[config.mk]
export PLATFORM = sky130hd
export DESIGN_NAME = fibonacci_mod_pisano
export DESIGN_NICKNAME = d
export VERILOG_FILES = /design/src/rtl/fibmp_pkg.sv /design/src/rtl/fibonacci_mod_pisano.sv
export SDC_FILE = /design/constraint.sdc
export NUM_CORES = 1
export LEC_CHECK = 0
export ABC_AREA = 1
export ABC_CLOCK_PERIOD_IN_PS = 9400
export BUFFER_PORTS_ARGS = -buffer_cell sky130_fd_sc_hd__clkbuf_2
export CORE_AREA = 5 5 154 156
export CTS_CLUSTER_DIAMETER = 80
export DETAILED_ROUTE_END_ITERATION = 10
export DIE_AREA = 0 0 159 161
export PLACE_DENSITY = 0.74
export SLEW_MARGIN = 15
export SYNTH_ARGS = -nofsm -noshare
export SYNTH_HDL_FRONTEND = slang
export SYNTH_SLANG_ARGS = --single-unit
[constraint.sdc]
create_clock -name clock -period 9.4 [get_ports clock]
set_input_delay 0.94 -clock clock [delete_from_list [all_inputs] [get_ports clock]]
set_output_delay 0.94 -clock clock [all_outputs]
set_load 0.1 [all_outputs]
[src/rtl/fibmp_pkg.sv]
package fibmp_pkg;

   // Width of the Fibonacci index field.
   localparam int unsigned INDEX_BITS = 63;
   // Width of the bit counter that walks the index during the division.
   localparam int unsigned BIT_CNT_BITS = $clog2(INDEX_BITS);

   typedef logic [2:0] state_type;

   localparam state_type ST_IDLE   = 3'd0;
   localparam state_type ST_PERIOD = 3'd1;
   localparam state_type ST_DIV    = 3'd2;
   localparam state_type ST_STEP   = 3'd3;
   localparam state_type ST_DONE   = 3'd4;

endpackage

[src/rtl/fibonacci_mod_pisano.sv]
// fibonacci_mod_pisano: returns F(n) mod m for a 63-bit index n and a modulus m.
//
// Request channel (req_valid / req_stall / req_index_n / req_modulus): an item
// is taken when req_valid is high and req_stall is low. req_stall stays high
// while an item is being worked on; the block handles one item at a time.
// Response channel (rsp_valid / rsp_stall / rsp_residue): one item per request,
// held in an output register until the receiver takes it with rsp_stall low.
// The next request is taken while that response still waits.
//
// Sequence: a modulus below two or an index below two skips straight to loading
// the output register. Otherwise the block runs the Pisano period search (P <= 6m),
// the restoring division of n by P (one index bit a cycle), the stepping to
// r = n mod P and the loading of the output register. The single modular adder
// that steps the pair sets the pace of the search and the stepping. A finished
// result that finds the output register still occupied waits in place until
// the receiver drains it.
//
// Reset (synchronous, active high) returns the sequencer to idle and empties
// the output register; no query state survives between items.
module fibonacci_mod_pisano #(
   parameter int unsigned MOD_BITS = 16
) (
   input  logic                                  clock,
   input  logic                                  reset,
   input  logic                                  req_valid,
   output logic                                  req_stall,
   input  logic [fibmp_pkg::INDEX_BITS-1:0]      req_index_n,
   input  logic [MOD_BITS-1:0]                   req_modulus,
   output logic                                  rsp_valid,
   input  logic                                  rsp_stall,
   output logic [MOD_BITS-1:0]                   rsp_residue
);

   // The Pisano period never exceeds 6m, so three bits above the modulus suffice.
   localparam int unsigned PER_BITS = MOD_BITS + 3;
   localparam int unsigned BC = fibmp_pkg::BIT_CNT_BITS;
   localparam int unsigned NB = fibmp_pkg::INDEX_BITS;

   fibmp_pkg::state_type          state_ff, state_in;
   logic [NB-1:0]                 index_ff, index_in;
   logic [MOD_BITS-1:0]           mod_ff, mod_in;
   logic [MOD_BITS-1:0]           prev_ff, prev_in;
   logic [MOD_BITS-1:0]           curr_ff, curr_in;
   logic [PER_BITS-1:0]           cnt_ff, cnt_in;
   logic [PER_BITS-1:0]           rem_ff, rem_in;
   logic [BC-1:0]                 bit_ff, bit_in;
   logic [MOD_BITS-1:0]           result_ff, result_in;
   logic                          rsp_valid_ff, rsp_valid_in;
   logic [MOD_BITS-1:0]           rsp_residue_ff, rsp_residue_in;

   // Shared modular adder: (prev + curr) mod m with one conditional subtract.
   logic [MOD_BITS:0]             sum;
   logic [MOD_BITS-1:0]           next_res;
   // Restoring division step.
   logic [PER_BITS:0]             trial;
   logic [PER_BITS:0]             trial_sub;
   logic                          trial_ge;
   logic                          req_take;
   logic                          slot_free;

   assign sum      = {1'b0, prev_ff} + {1'b0, curr_ff};
   assign next_res = (sum >= {1'b0, mod_ff}) ? MOD_BITS'(sum - {1'b0, mod_ff})
                                             : sum[MOD_BITS-1:0];

   assign trial     = {rem_ff, index_ff[NB-1]};
   assign trial_ge  = trial >= {1'b0, cnt_ff};
   assign trial_sub = trial - {1'b0, cnt_ff};

   assign req_stall = (state_ff != fibmp_pkg::ST_IDLE);
   assign req_take  = req_valid && !req_stall;
   assign slot_free = !rsp_valid_ff || !rsp_stall;

   always_comb begin
      state_in       = state_ff;
      index_in       = index_ff;
      mod_in         = mod_ff;
      prev_in        = prev_ff;
      curr_in        = curr_ff;
      cnt_in         = cnt_ff;
      rem_in         = rem_ff;
      bit_in         = bit_ff;
      result_in      = result_ff;
      rsp_valid_in   = rsp_valid_ff && rsp_stall;
      rsp_residue_in = rsp_residue_ff;

      unique case (state_ff)
         fibmp_pkg::ST_IDLE: begin
            if (req_take) begin
               index_in = req_index_n;
               mod_in   = req_modulus;
               prev_in  = '0;
               curr_in  = MOD_BITS'(1);
               cnt_in   = '0;
               rem_in   = '0;
               bit_in   = BC'(NB - 1);
               if (req_modulus < MOD_BITS'(2)) begin
                  // Modulus zero or one: every residue is zero.
                  result_in = '0;
                  state_in  = fibmp_pkg::ST_DONE;
               end else if (req_index_n < NB'(2)) begin
                  // F(0) = 0 and F(1) = 1 need no stepping.
                  result_in = MOD_BITS'(req_index_n[0]);
                  state_in  = fibmp_pkg::ST_DONE;
               end else begin
                  state_in = fibmp_pkg::ST_PERIOD;
               end
            end
         end
         fibmp_pkg::ST_PERIOD: begin
            // Advance the pair and count until (0, 1) comes back.
            prev_in = curr_ff;
            curr_in = next_res;
            cnt_in  = cnt_ff + PER_BITS'(1);
            if (curr_ff == '0 && next_res == MOD_BITS'(1)) begin
               state_in = fibmp_pkg::ST_DIV;
            end
         end
         fibmp_pkg::ST_DIV: begin
            // One index bit a cycle, MSB first; remainder stays below the period.
            index_in = {index_ff[NB-2:0], 1'b0};
            rem_in   = trial_ge ? trial_sub[PER_BITS-1:0] : trial[PER_BITS-1:0];
            bit_in   = bit_ff - BC'(1);
            if (bit_ff == '0) begin
               cnt_in   = trial_ge ? trial_sub[PER_BITS-1:0] : trial[PER_BITS-1:0];
               prev_in  = '0;
               curr_in  = MOD_BITS'(1);
               state_in = fibmp_pkg::ST_STEP;
            end
         end
         fibmp_pkg::ST_STEP: begin
            // Step the pair from (F(0), F(1)) up to the reduced index.
            if (cnt_ff == '0) begin
               result_in = prev_ff;
               state_in  = fibmp_pkg::ST_DONE;
            end else begin
               prev_in = curr_ff;
               curr_in = next_res;
               cnt_in  = cnt_ff - PER_BITS'(1);
            end
         end
         fibmp_pkg::ST_DONE: begin
            // Hold the result until the output register can take it.
            if (slot_free) begin
               rsp_valid_in   = 1'b1;
               rsp_residue_in = result_ff;
               state_in       = fibmp_pkg::ST_IDLE;
            end
         end
         default: begin
            state_in = fibmp_pkg::ST_IDLE;
         end
      endcase
   end

   always_ff @(posedge clock) begin
      if (reset) begin
         state_ff     <= fibmp_pkg::ST_IDLE;
         rsp_valid_ff <= 1'b0;
      end else begin
         state_ff     <= state_in;
         rsp_valid_ff <= rsp_valid_in;
      end
   end

   always_ff @(posedge clock) begin
      index_ff       <= index_in;
      mod_ff         <= mod_in;
      prev_ff        <= prev_in;
      curr_ff        <= curr_in;
      cnt_ff         <= cnt_in;
      rem_ff         <= rem_in;
      bit_ff         <= bit_in;
      result_ff      <= result_in;
      rsp_residue_ff <= rsp_residue_in;
   end

   assign rsp_valid   = rsp_valid_ff;
   assign rsp_residue = rsp_residue_ff;

endmodule

Yosys cells after proc, flatten, opt, wreduce, memory -nomap -nowiden:

Index checks and enable logic that the tools add are counted.

* register bits after elaboration: 191
* bits in latches: 0
* RAM bits: 0
* memory bits (read-only): 0
* input bits: 83
* word-level logic and storage cells: 88
* memories kept: 0

* add/sub/neg operators: 6
* multipliers: 0
* divide/modulo/power cells: 0
* $lt $le $gt $ge: 4
* equal/unequal tests: 12
* shift operators: 0
* multiplexer cells: 34
* bitwise gates (word level): 0
* reduce and logical (&&, ||, !) cells: 21

Operator list (number)
* $mux W16: 11
* $pmux W16 S4: 2
* $pmux W63 S2: 1
* $mux W19: 4
* $pmux W19 S4: 1
* $lt A63 B2 Y1 const B: 1
* $mux W63: 1
* $pmux W19 S2: 1
* $pmux W16 S2: 1
* $mux W3: 7
* $ge A20 B19 Y1: 1
* $add A19 B1 Y19 const B: 1
* $logic_not A19 Y1: 1
* $sub A19 B1 Y19 const B: 1
* $sub A19 B19 Y19: 1
* $add A16 B16 Y17: 1
* $ge A17 B16 Y1: 1
* $eq A16 B1 Y1 const B: 1
* $logic_not A16 Y1: 1
* $lt A16 B2 Y1 const B: 1
* $sub A16 B16 Y16: 1
* $pmux W3 S5: 1
* $ne A2 B2 Y1 const B: 6
* $pmux W6 S2: 1
* other kinds (18): 28

Depth between registers and ports, before layout:

Gate-level depths: netlist of run 1.

* word-level depth: 7
* gate-level depth with buffers: 30

Worst setup path after synthesis of run 1:

No wires, ideal clock.

* path kind: register to register
* start point: reg state_ff[1]
* end point: reg bit_ff[0], enable pin
* arrival time: 7.537 ns
* data required time: 8.744 ns
* setup slack: 1.207 ns
* stages on the path, launching flop included: 4
* path buffers: 0
* path through: dfxtp_1 nor2_1 nand2_1 o21ai_0

* cells in the longest elaborated chain, start to end: 5

RTL lines
* start, declared: line fibonacci_mod_pisano.sv:39 `fibmp_pkg::state_type state_ff, state_in;`
* start signal, assigned: line fibonacci_mod_pisano.sv:157 `state_ff <= fibmp_pkg::ST_IDLE;`
* start signal, assigned: line fibonacci_mod_pisano.sv:160 `state_ff <= state_in;`
* $reduce_bool A3 Y1: line fibonacci_mod_pisano.sv:69 `assign req_stall = (state_ff != fibmp_pkg::ST_IDLE);`
* via req_stall: line fibonacci_mod_pisano.sv:26 `output logic req_stall,`
* $logic_not A1 Y1: line fibonacci_mod_pisano.sv:70 `assign req_take = req_valid && !req_stall;`
* $logic_and A1 B1 Y1: line fibonacci_mod_pisano.sv:70
* $ne A2 B2 Y1 (no source line)
* $reduce_and A2 Y1 (no source line)
* end signal, assigned: line fibonacci_mod_pisano.sv:172 `bit_ff <= bit_in;`
* end, declared: line fibonacci_mod_pisano.sv:46 `logic [BC-1:0] bit_ff, bit_in;`

The timed path passes the listed nets, and every way through them passes these cells.
A chain may end at the register's enable or synchronous reset.

Final worst setup path of run 1:

* start point: reg prev_ff[0]
* end point: reg state_ff[0]

* cells in the longest elaborated chain, start to end: 7

RTL lines
* start, declared: line fibonacci_mod_pisano.sv:42 `logic [MOD_BITS-1:0] prev_ff, prev_in;`
* start signal, assigned: line fibonacci_mod_pisano.sv:168 `prev_ff <= prev_in;`
* $add A16 B16 Y17 *: line fibonacci_mod_pisano.sv:61 `assign sum = {1'b0, prev_ff} + {1'b0, curr_ff};`
* $sub A16 B16 Y16 / $ge A17 B16 Y1 (equally long branches): line fibonacci_mod_pisano.sv:62 `assign next_res = (sum >= {1'b0, mod_ff}) ? MOD_BITS'(sum - {1'b0, mod_ff})`
* $mux W16 *: line fibonacci_mod_pisano.sv:62
* $eq A16 B1 Y1 *: line fibonacci_mod_pisano.sv:114 `if (curr_ff == '0 && next_res == MOD_BITS'(1)) begin`
* $logic_and A1 B1 Y1 *: line fibonacci_mod_pisano.sv:114
* $ne A2 B2 Y1 (no source line) *
* $reduce_and A5 Y1 (no source line) *

Every way passes the cells marked *; elsewhere a longest branch is shown, timed or not.

==> flow_summary.yaml, run 1 <==
status:
  status: "complete, no violations"
die:
  die_h_um: 161
  start_util: 0.539
  dieArea_um2: 25600
  rows: 55
  ios: 101
  die_x_um: 159
  core_um2: 22200
cts:
  cts.path.max_buffers: 2
  clock-root-buffer: "clkbuf_16"
  cts_tree: "done"
  clock_latency_ns: 0.44
  cts.sinks: 191
  htreeDepth: 4
  ctsResizeCount: 0
  postCtsSetupBuffers: 0
  numCtsBuffers: 17
  ctsHoldBuffers: 0
  cts.reportedPaths.clkPinSlew_ns: 0.08
critical_path:
  worstReg2RegStart: "prev_ff[0]$_SDFFCE_PP0P_"
  required_ns: 9.74
  slowest_stage: "fa_1"
  critPathMaxStageDelay_ns: 0.43
  cp.arrival_ns: 4.56
  cp-startpoint: "prev_ff[0]$_SDFFCE_PP0P_"
  crit_type: "flip-flop to flip-flop"
  endpoint_kind: "flip-flop"
  path_common_cell: "nand2_1"
  crit_fanout: 17
  cp-start-kind: "flip-flop"
final_layout:
  num-nets-final: 1669
  stdcell_count: 1810
  antennaDiodeCount: 0
  utilization: 0.603
  syn_to_final_growth_pct: 11.9
  num-fill-cells: 1950
  layout-drive-gt1-share: 0.125
drt:
  dr.pass1.iters: 6
  drc: 0
  first_iter_violations: 737
  vias_per_cell: 5.39
  vias: 9758
  wire_per_inst_um: 15.0
  totalWireLength_mm: 27.1
  ant_nets: 0
sta:
  grt_setup_unrepaired: "false"
  tightest_slew_ns: 1.14
  fin_skew_ns: 0.0174
  setup_tns_ns: 0
  timing.final.crit_share: 0.449
  max_clock_freq_ghz: 0.237
  relSlewSlack: 0.237
  hold_violations: 0
  period_needed_ns: 4.22
  setup_viol: 0
  drv_slew: 0
grt:
  grt_max_degree: 98
  first_global_vias: 9205
  grt_use_met1: 0.308
  gr-max-usage-layer: "met2"
  grt_use_total: 0.208
  grt_pass1_wl_mm: 44.4
  grtUsageMet3: 0.0347
  gr-total-overflow: 0
  antenna_found_initial: 0
  globalRouteMet2Util: 0.323
yosys:
  synth.avg_cell_area_um2: 8.46
  synth_flop_cell: "edfxtp_1"
  ys_ff_latch: 191
  seq_area_frac_synth: 0.476
  synth_cell_types: 52
  syn-cell-area_um2: 12000
  netlist.area_leader.share: 0.469
  synth.area.top_cells: "edfxtp_1, nand2_1, ha_1"
  synthCells: 1415
  synth.net_count: 1572
  ys_async_sr_fraction: 0
  ys_warn_count: 0
  yosys.area.top_type: "edfxtp_1"
  synth_edf_count: 187
placed_design:
  hpwl_mm: 20.4
  gp_congestion: 0.897
  io_buffers: 100
  dp_cells: 1778
worst_hold_path:
  hold_class: "flip-flop to flip-flop"
  hold_start: "result_ff[3]$_SDFFCE_PN0P_"
job:
  drv_cap: 0
-- worst max-delay path: cells and delay by family, from the launching register on --
family	cells	cell delay, ns
buffers and inverters	1	0.08
DFF	1	0.39
and+or+nand+nor	20	2.17
AOI/OAI and AO/OA	1	0.14
adders and majority gates	3	1.02
xor gates and xnor gates	1	0.29
-- path summary, 6_finish.rpt --
check	cells past startpoint	endpoint	slack [ns]
max	26	state_ff[0]$_SDFFE_PP0P_	5.18
min	0	rsp_residue[3]$_DFFE_PP_	0.42
min reg2reg	0	rsp_residue[3]$_DFFE_PP_	0.42
max reg2reg	26	state_ff[0]$_SDFFE_PP0P_	5.18
-- placed cells by master (no fill, tap or decap), types with 6 or more instances in the layout --
| cell | synthesis | layout |
|---|---|---|
| nor4_1 | 20 | 20 |
| o21ai_0 | 68 | 67 |
| clkinv_8 | 0 | 7 |
| clkbuf_16 | 0 | 17 |
| buf_4 | 0 | 6 |
| nor3_1 | 14 | 13 |
| nand3_1 | 64 | 64 |
| nand2_2 | 14 | 14 |
| edfxtp_1 | 187 | 187 |
| nor2_2 | 7 | 7 |
| xor2_1 | 33 | 33 |
| clkbuf_2 | 0 | 100 |
| ha_1 | 70 | 70 |
| nand2_4 | 7 | 7 |
| nor2_1 | 121 | 121 |
| xnor2_1 | 11 | 11 |
| inv_2 | 4 | 6 |
| o21bai_1 | 6 | 6 |
| inv_1 | 194 | 192 |
| nand4_1 | 23 | 23 |
| nand2_1 | 398 | 398 |
| nand3_2 | 6 | 6 |
| a21oi_1 | 86 | 85 |
-- state kept, by name, indices dropped and copies added (netlist names) --
name         flops
index_ff        63
bit_ff           6
mod_ff          16
cnt_ff          19
prev_ff         16
rem_ff          19
result_ff       16
rsp_residue     16
rsp_valid        1
curr_ff         16
state_ff         3
-- layer usage --
metal	vias to the layer above	routed length [um]
met4	0	451
li1	4940	-
met3	37	1540
met2	280	12100
met1	4501	13000
met5	-	0
-- area by class of cell --
type	instances	area [um^2]	area share
well taps	285	357	0.0266
multi-input cells	997	5410	0.404
repair buffers	106	546	0.0407
inverters	199	747	0.0557
clock inverters	15	219	0.0163
flip-flops and latches	191	5700	0.425
clock buffers	17	425	0.0317
-- cell usage after synthesis (all sizes together) (5+ instances only) --
cell    instances
nand4          23
o211ai          5
nor3           15
edfxtp        187
inv           198
xor2           33
a21oi          90
nand3          71
nor2          128
nand2         419
clkbuf         22
o22ai           5
o21ai          73
ha             70
buf             6
xnor2          11
nor4           20
o21bai          6
-- metrics by stage --
stage               setup slack (ns)  hold slack (ns)  cell area, um^2
global route                    4.73            0.428            13400
CTS                             5.19            0.424            13400
global placement                5.35            0.404            12800
finish                          5.18            0.422            13400
detailed placement              5.21            0.405            12800
floorplan                       1.21            0.400            12000
-- kinds of logic after synthesis --
group,synth area share
buffers and inverters,0.0740
DFF,0.476
AOI/OAI and AO/OA,0.0918
and+or+nand+nor,0.247
adders and majority gates,0.0798
xor gates and xnor gates,0.0322
Power of run 1 is not shown: default switching activity piles up to over one toggle a cycle in this logic, so the estimate is an artifact.
==> inputs of run 2 (changes only) <==
- ABC_AREA: 1 -> 0
- ABC_CLOCK_PERIOD_IN_PS: 9400 -> 3750
- CORE_AREA: 5 5 154 156 -> 5 5 151 153
- DIE_AREA: 0 0 159 161 -> 0 0 156 158
- PLACE_DENSITY: 0.74 -> 0.77
- clock period: 9.4 -> 3.75 ns (I/O delays scaled with it)
==> run 2 against run 1 <==
- clock skew down 0.0048 ns
- critical path type unchanged
- critical path depth shrank 5
- die area fell by 3.7%
- cell area grew 7.7%
- the flow now finishes with violations (setup timing)
- final cell count shrank 7.0%
- maximum frequency down 1.3%
==> flow_summary.yaml, run 2 <==
cts:
  numCtsBuffers: 17
  cts.sinks: 191
  clock_latency_ns: 0.45
  ctsHoldBuffers: 0
  clock-root-buffer: "clkbuf_16"
  cts.path.max_buffers: 2
  htreeDepth: 4
  cts.reportedPaths.clkPinSlew_ns: 0.09
  cts_tree: "done"
grt:
  antenna_found_initial: 0
  gr-total-overflow: 0
  grt_max_degree: 71
  grt_pass1_wl_mm: 47.8
  grt_use_total: 0.243
  first_global_vias: 9624
drt:
  first_iter_violations: 862
  vias_per_cell: 5.82
  totalWireLength_mm: 30.4
  dr.pass1.iters: 7
  vias: 9803
  drc: 0
  ant_nets: 0
  wire_per_inst_um: 18.1
final_layout:
  largest_reg_flops: 63
  final_common_cell: "nand2_1"
  largest_register: "index_ff"
  layout_common_cells: "nand2_1, edfxtp_1, buf_4, clkbuf_2, nor2_1"
  top_regs: "index_ff x63, cnt_ff x19, rem_ff x19"
  num-nets-final: 1548
  syn_to_final_growth_pct: 25.6
  antennaDiodeCount: 0
  layout-drive-gt1-share: 0.252
  utilization: 0.674
critical_path:
  cp-start-kind: "flip-flop"
  worst-r2r-setup-slack_ns: -0.53
  reg2regPathDepth: 21
  crit_fanout: 3
  cp.arrival_ns: 4.64
  crit_type: "flip-flop to flip-flop"
  worstReg2RegStart: "curr_ff[0]$_SDFFCE_PP1P_"
  required_ns: 4.12
  endpoint_kind: "flip-flop"
  cp-startpoint: "curr_ff[0]$_SDFFCE_PP1P_"
  reg2reg_to: "state_ff[1]$_SDFFE_PP0P_"
die:
  dieArea_um2: 24600
  core_um2: 21400
  die_x_um: 156
  die_h_um: 158
  start_util: 0.537
  ios: 101
  rows: 54
yosys:
  post-synth-top-count-cell: "nand2_1"
  synth.net_count: 1311
  synthCells: 1154
  synth_cell_types: 68
  synth.avg_cell_area_um2: 9.96
  ys_ff_latch: 191
  synth_flop_cell: "edfxtp_1"
  yosys.area.top_type: "edfxtp_1"
  ys_async_sr_fraction: 0
  ys_warn_count: 0
  synth.area.top_cells: "edfxtp_1, nand2_1, ha_1"
  synth_edf_count: 187
  seq_area_frac_synth: 0.495
  syn-cell-area_um2: 11500
  netlist.area_leader.share: 0.489
  ys_top_cells_by_count: "nand2_1, edfxtp_1, nor2_1, ha_1, inv_1"
status:
  violations: "setup timing"
  status: "complete, but fails checks"
sta:
  tightest_slew_ns: 0.801
  setup_tns_ns: -7.76
  grt_setup_unrepaired: "true"
  setup_ws_ns: -0.525
  period_needed_ns: 4.28
  relSlewSlack: 0.466
  timing.final.crit_share: 1.14
  setup_viol: 18
  drv_slew: 0
  max_clock_freq_ghz: 0.234
  fin_skew_ns: 0.0126
  hold_violations: 0
worst_hold_path:
  hold_class: "input pin to flip-flop"
  hold_start: "req_modulus[12]"
  hold_end: "mod_ff[12]$_DFFE_PP_"
  min_delay_path_depth: 1
placed_design:
  io_buffers: 100
  gp_congestion: 0.963
  hpwl_mm: 21.6
job:
  drv_cap: 0
## run 2: cells by family after synthesis
kind of cell | count (synthesis) | share of synthesized area
simple gates | 507 | 0.207
compound gates | 204 | 0.116
flops | 191 | 0.495
buf+inv | 94 | 0.0311
fa+ha+maj | 74 | 0.0832
xor+xnor | 56 | 0.0427
mux | 28 | 0.0246
## run 2: final cells by class
| type | instances | area (um^2) |
|---|---|---|
| flip-flops and latches | 191 | 5700 |
| clock buffers | 17 | 425 |
| fillers | 1582 | 6990 |
| clock inverters | 15 | 209 |
| well taps | 280 | 350 |
| inverters | 60 | 225 |
| multi-input cells | 869 | 5830 |
| repair buffers | 252 | 1690 |
## run 2: through the flow
stage                     cells  hold WS (ns)  instance area, um^2  setup slack (ns)
after floorplan            1154         0.400                11600            -0.134
after global placement     1630         0.402                13300            -0.375
after detailed placement   1630         0.405                13300            -0.519
after CTS                  1672         0.107                14200            -0.409
after global routing       1684         0.106                14400            -0.701
final                      1684         0.119                14400            -0.525
## run 2: repair_timing
action,in CTS,in global routing
pin swaps,11,22
setup endpoints to repair,21,46
cloned,0,0
gates resized for setup,41,29
endpoints found under the hold margin,0,0
buffers inserted,10,12
## run 2: how the worst max path moves through the flow
stage | endpoint | slack (ns) | cells after the start
6_report | state_ff[1]$_SDFFE_PP0P_ | -0.53 | 21
5_1_grt | curr_ff[13]$_SDFFCE_PP0P_ | -0.70 | 19
4_1_cts | state_ff[1]$_SDFFE_PP0P_ | -0.41 | 20
3_5_place_dp | state_ff[1]$_SDFFE_PP0P_ | -0.52 | 17
3_3_place_gp | state_ff[1]$_SDFFE_PP0P_ | -0.37 | 17
2_1_floorplan | curr_ff[12]$_SDFFCE_PP0P_ | -0.13 | 16
## run 2: routing by layer
layer	GRT usage	wire length [um]	up-vias
li1	-	-	4691
met1	0.318	13000	4636
met2	0.404	14400	388
met3	0.0388	2010	88
met4	0.103	1120	0
met5	0	0	-
## run 2: critical path: stages (launching register included)
cell,delay (ns)
edfxtp_1,0.46
ha_4,0.21
fa_2,0.41
a211oi_4,0.28
buf_4,0.17
o21ai_2,0.06
o211ai_1,0.19
nand4_1,0.18
and2_4,0.21
ha_1,0.30
nand2_2,0.12
nor4_4,0.05
buf_4,0.13
a211oi_4,0.24
a21boi_4,0.25
a31oi_4,0.06
buf_4,0.16
a211o_1,0.28
o32ai_2,0.09
buf_4,0.17
nand2_2,0.05
a31oi_1,0.13
Power of run 2 is left out for the same reason.
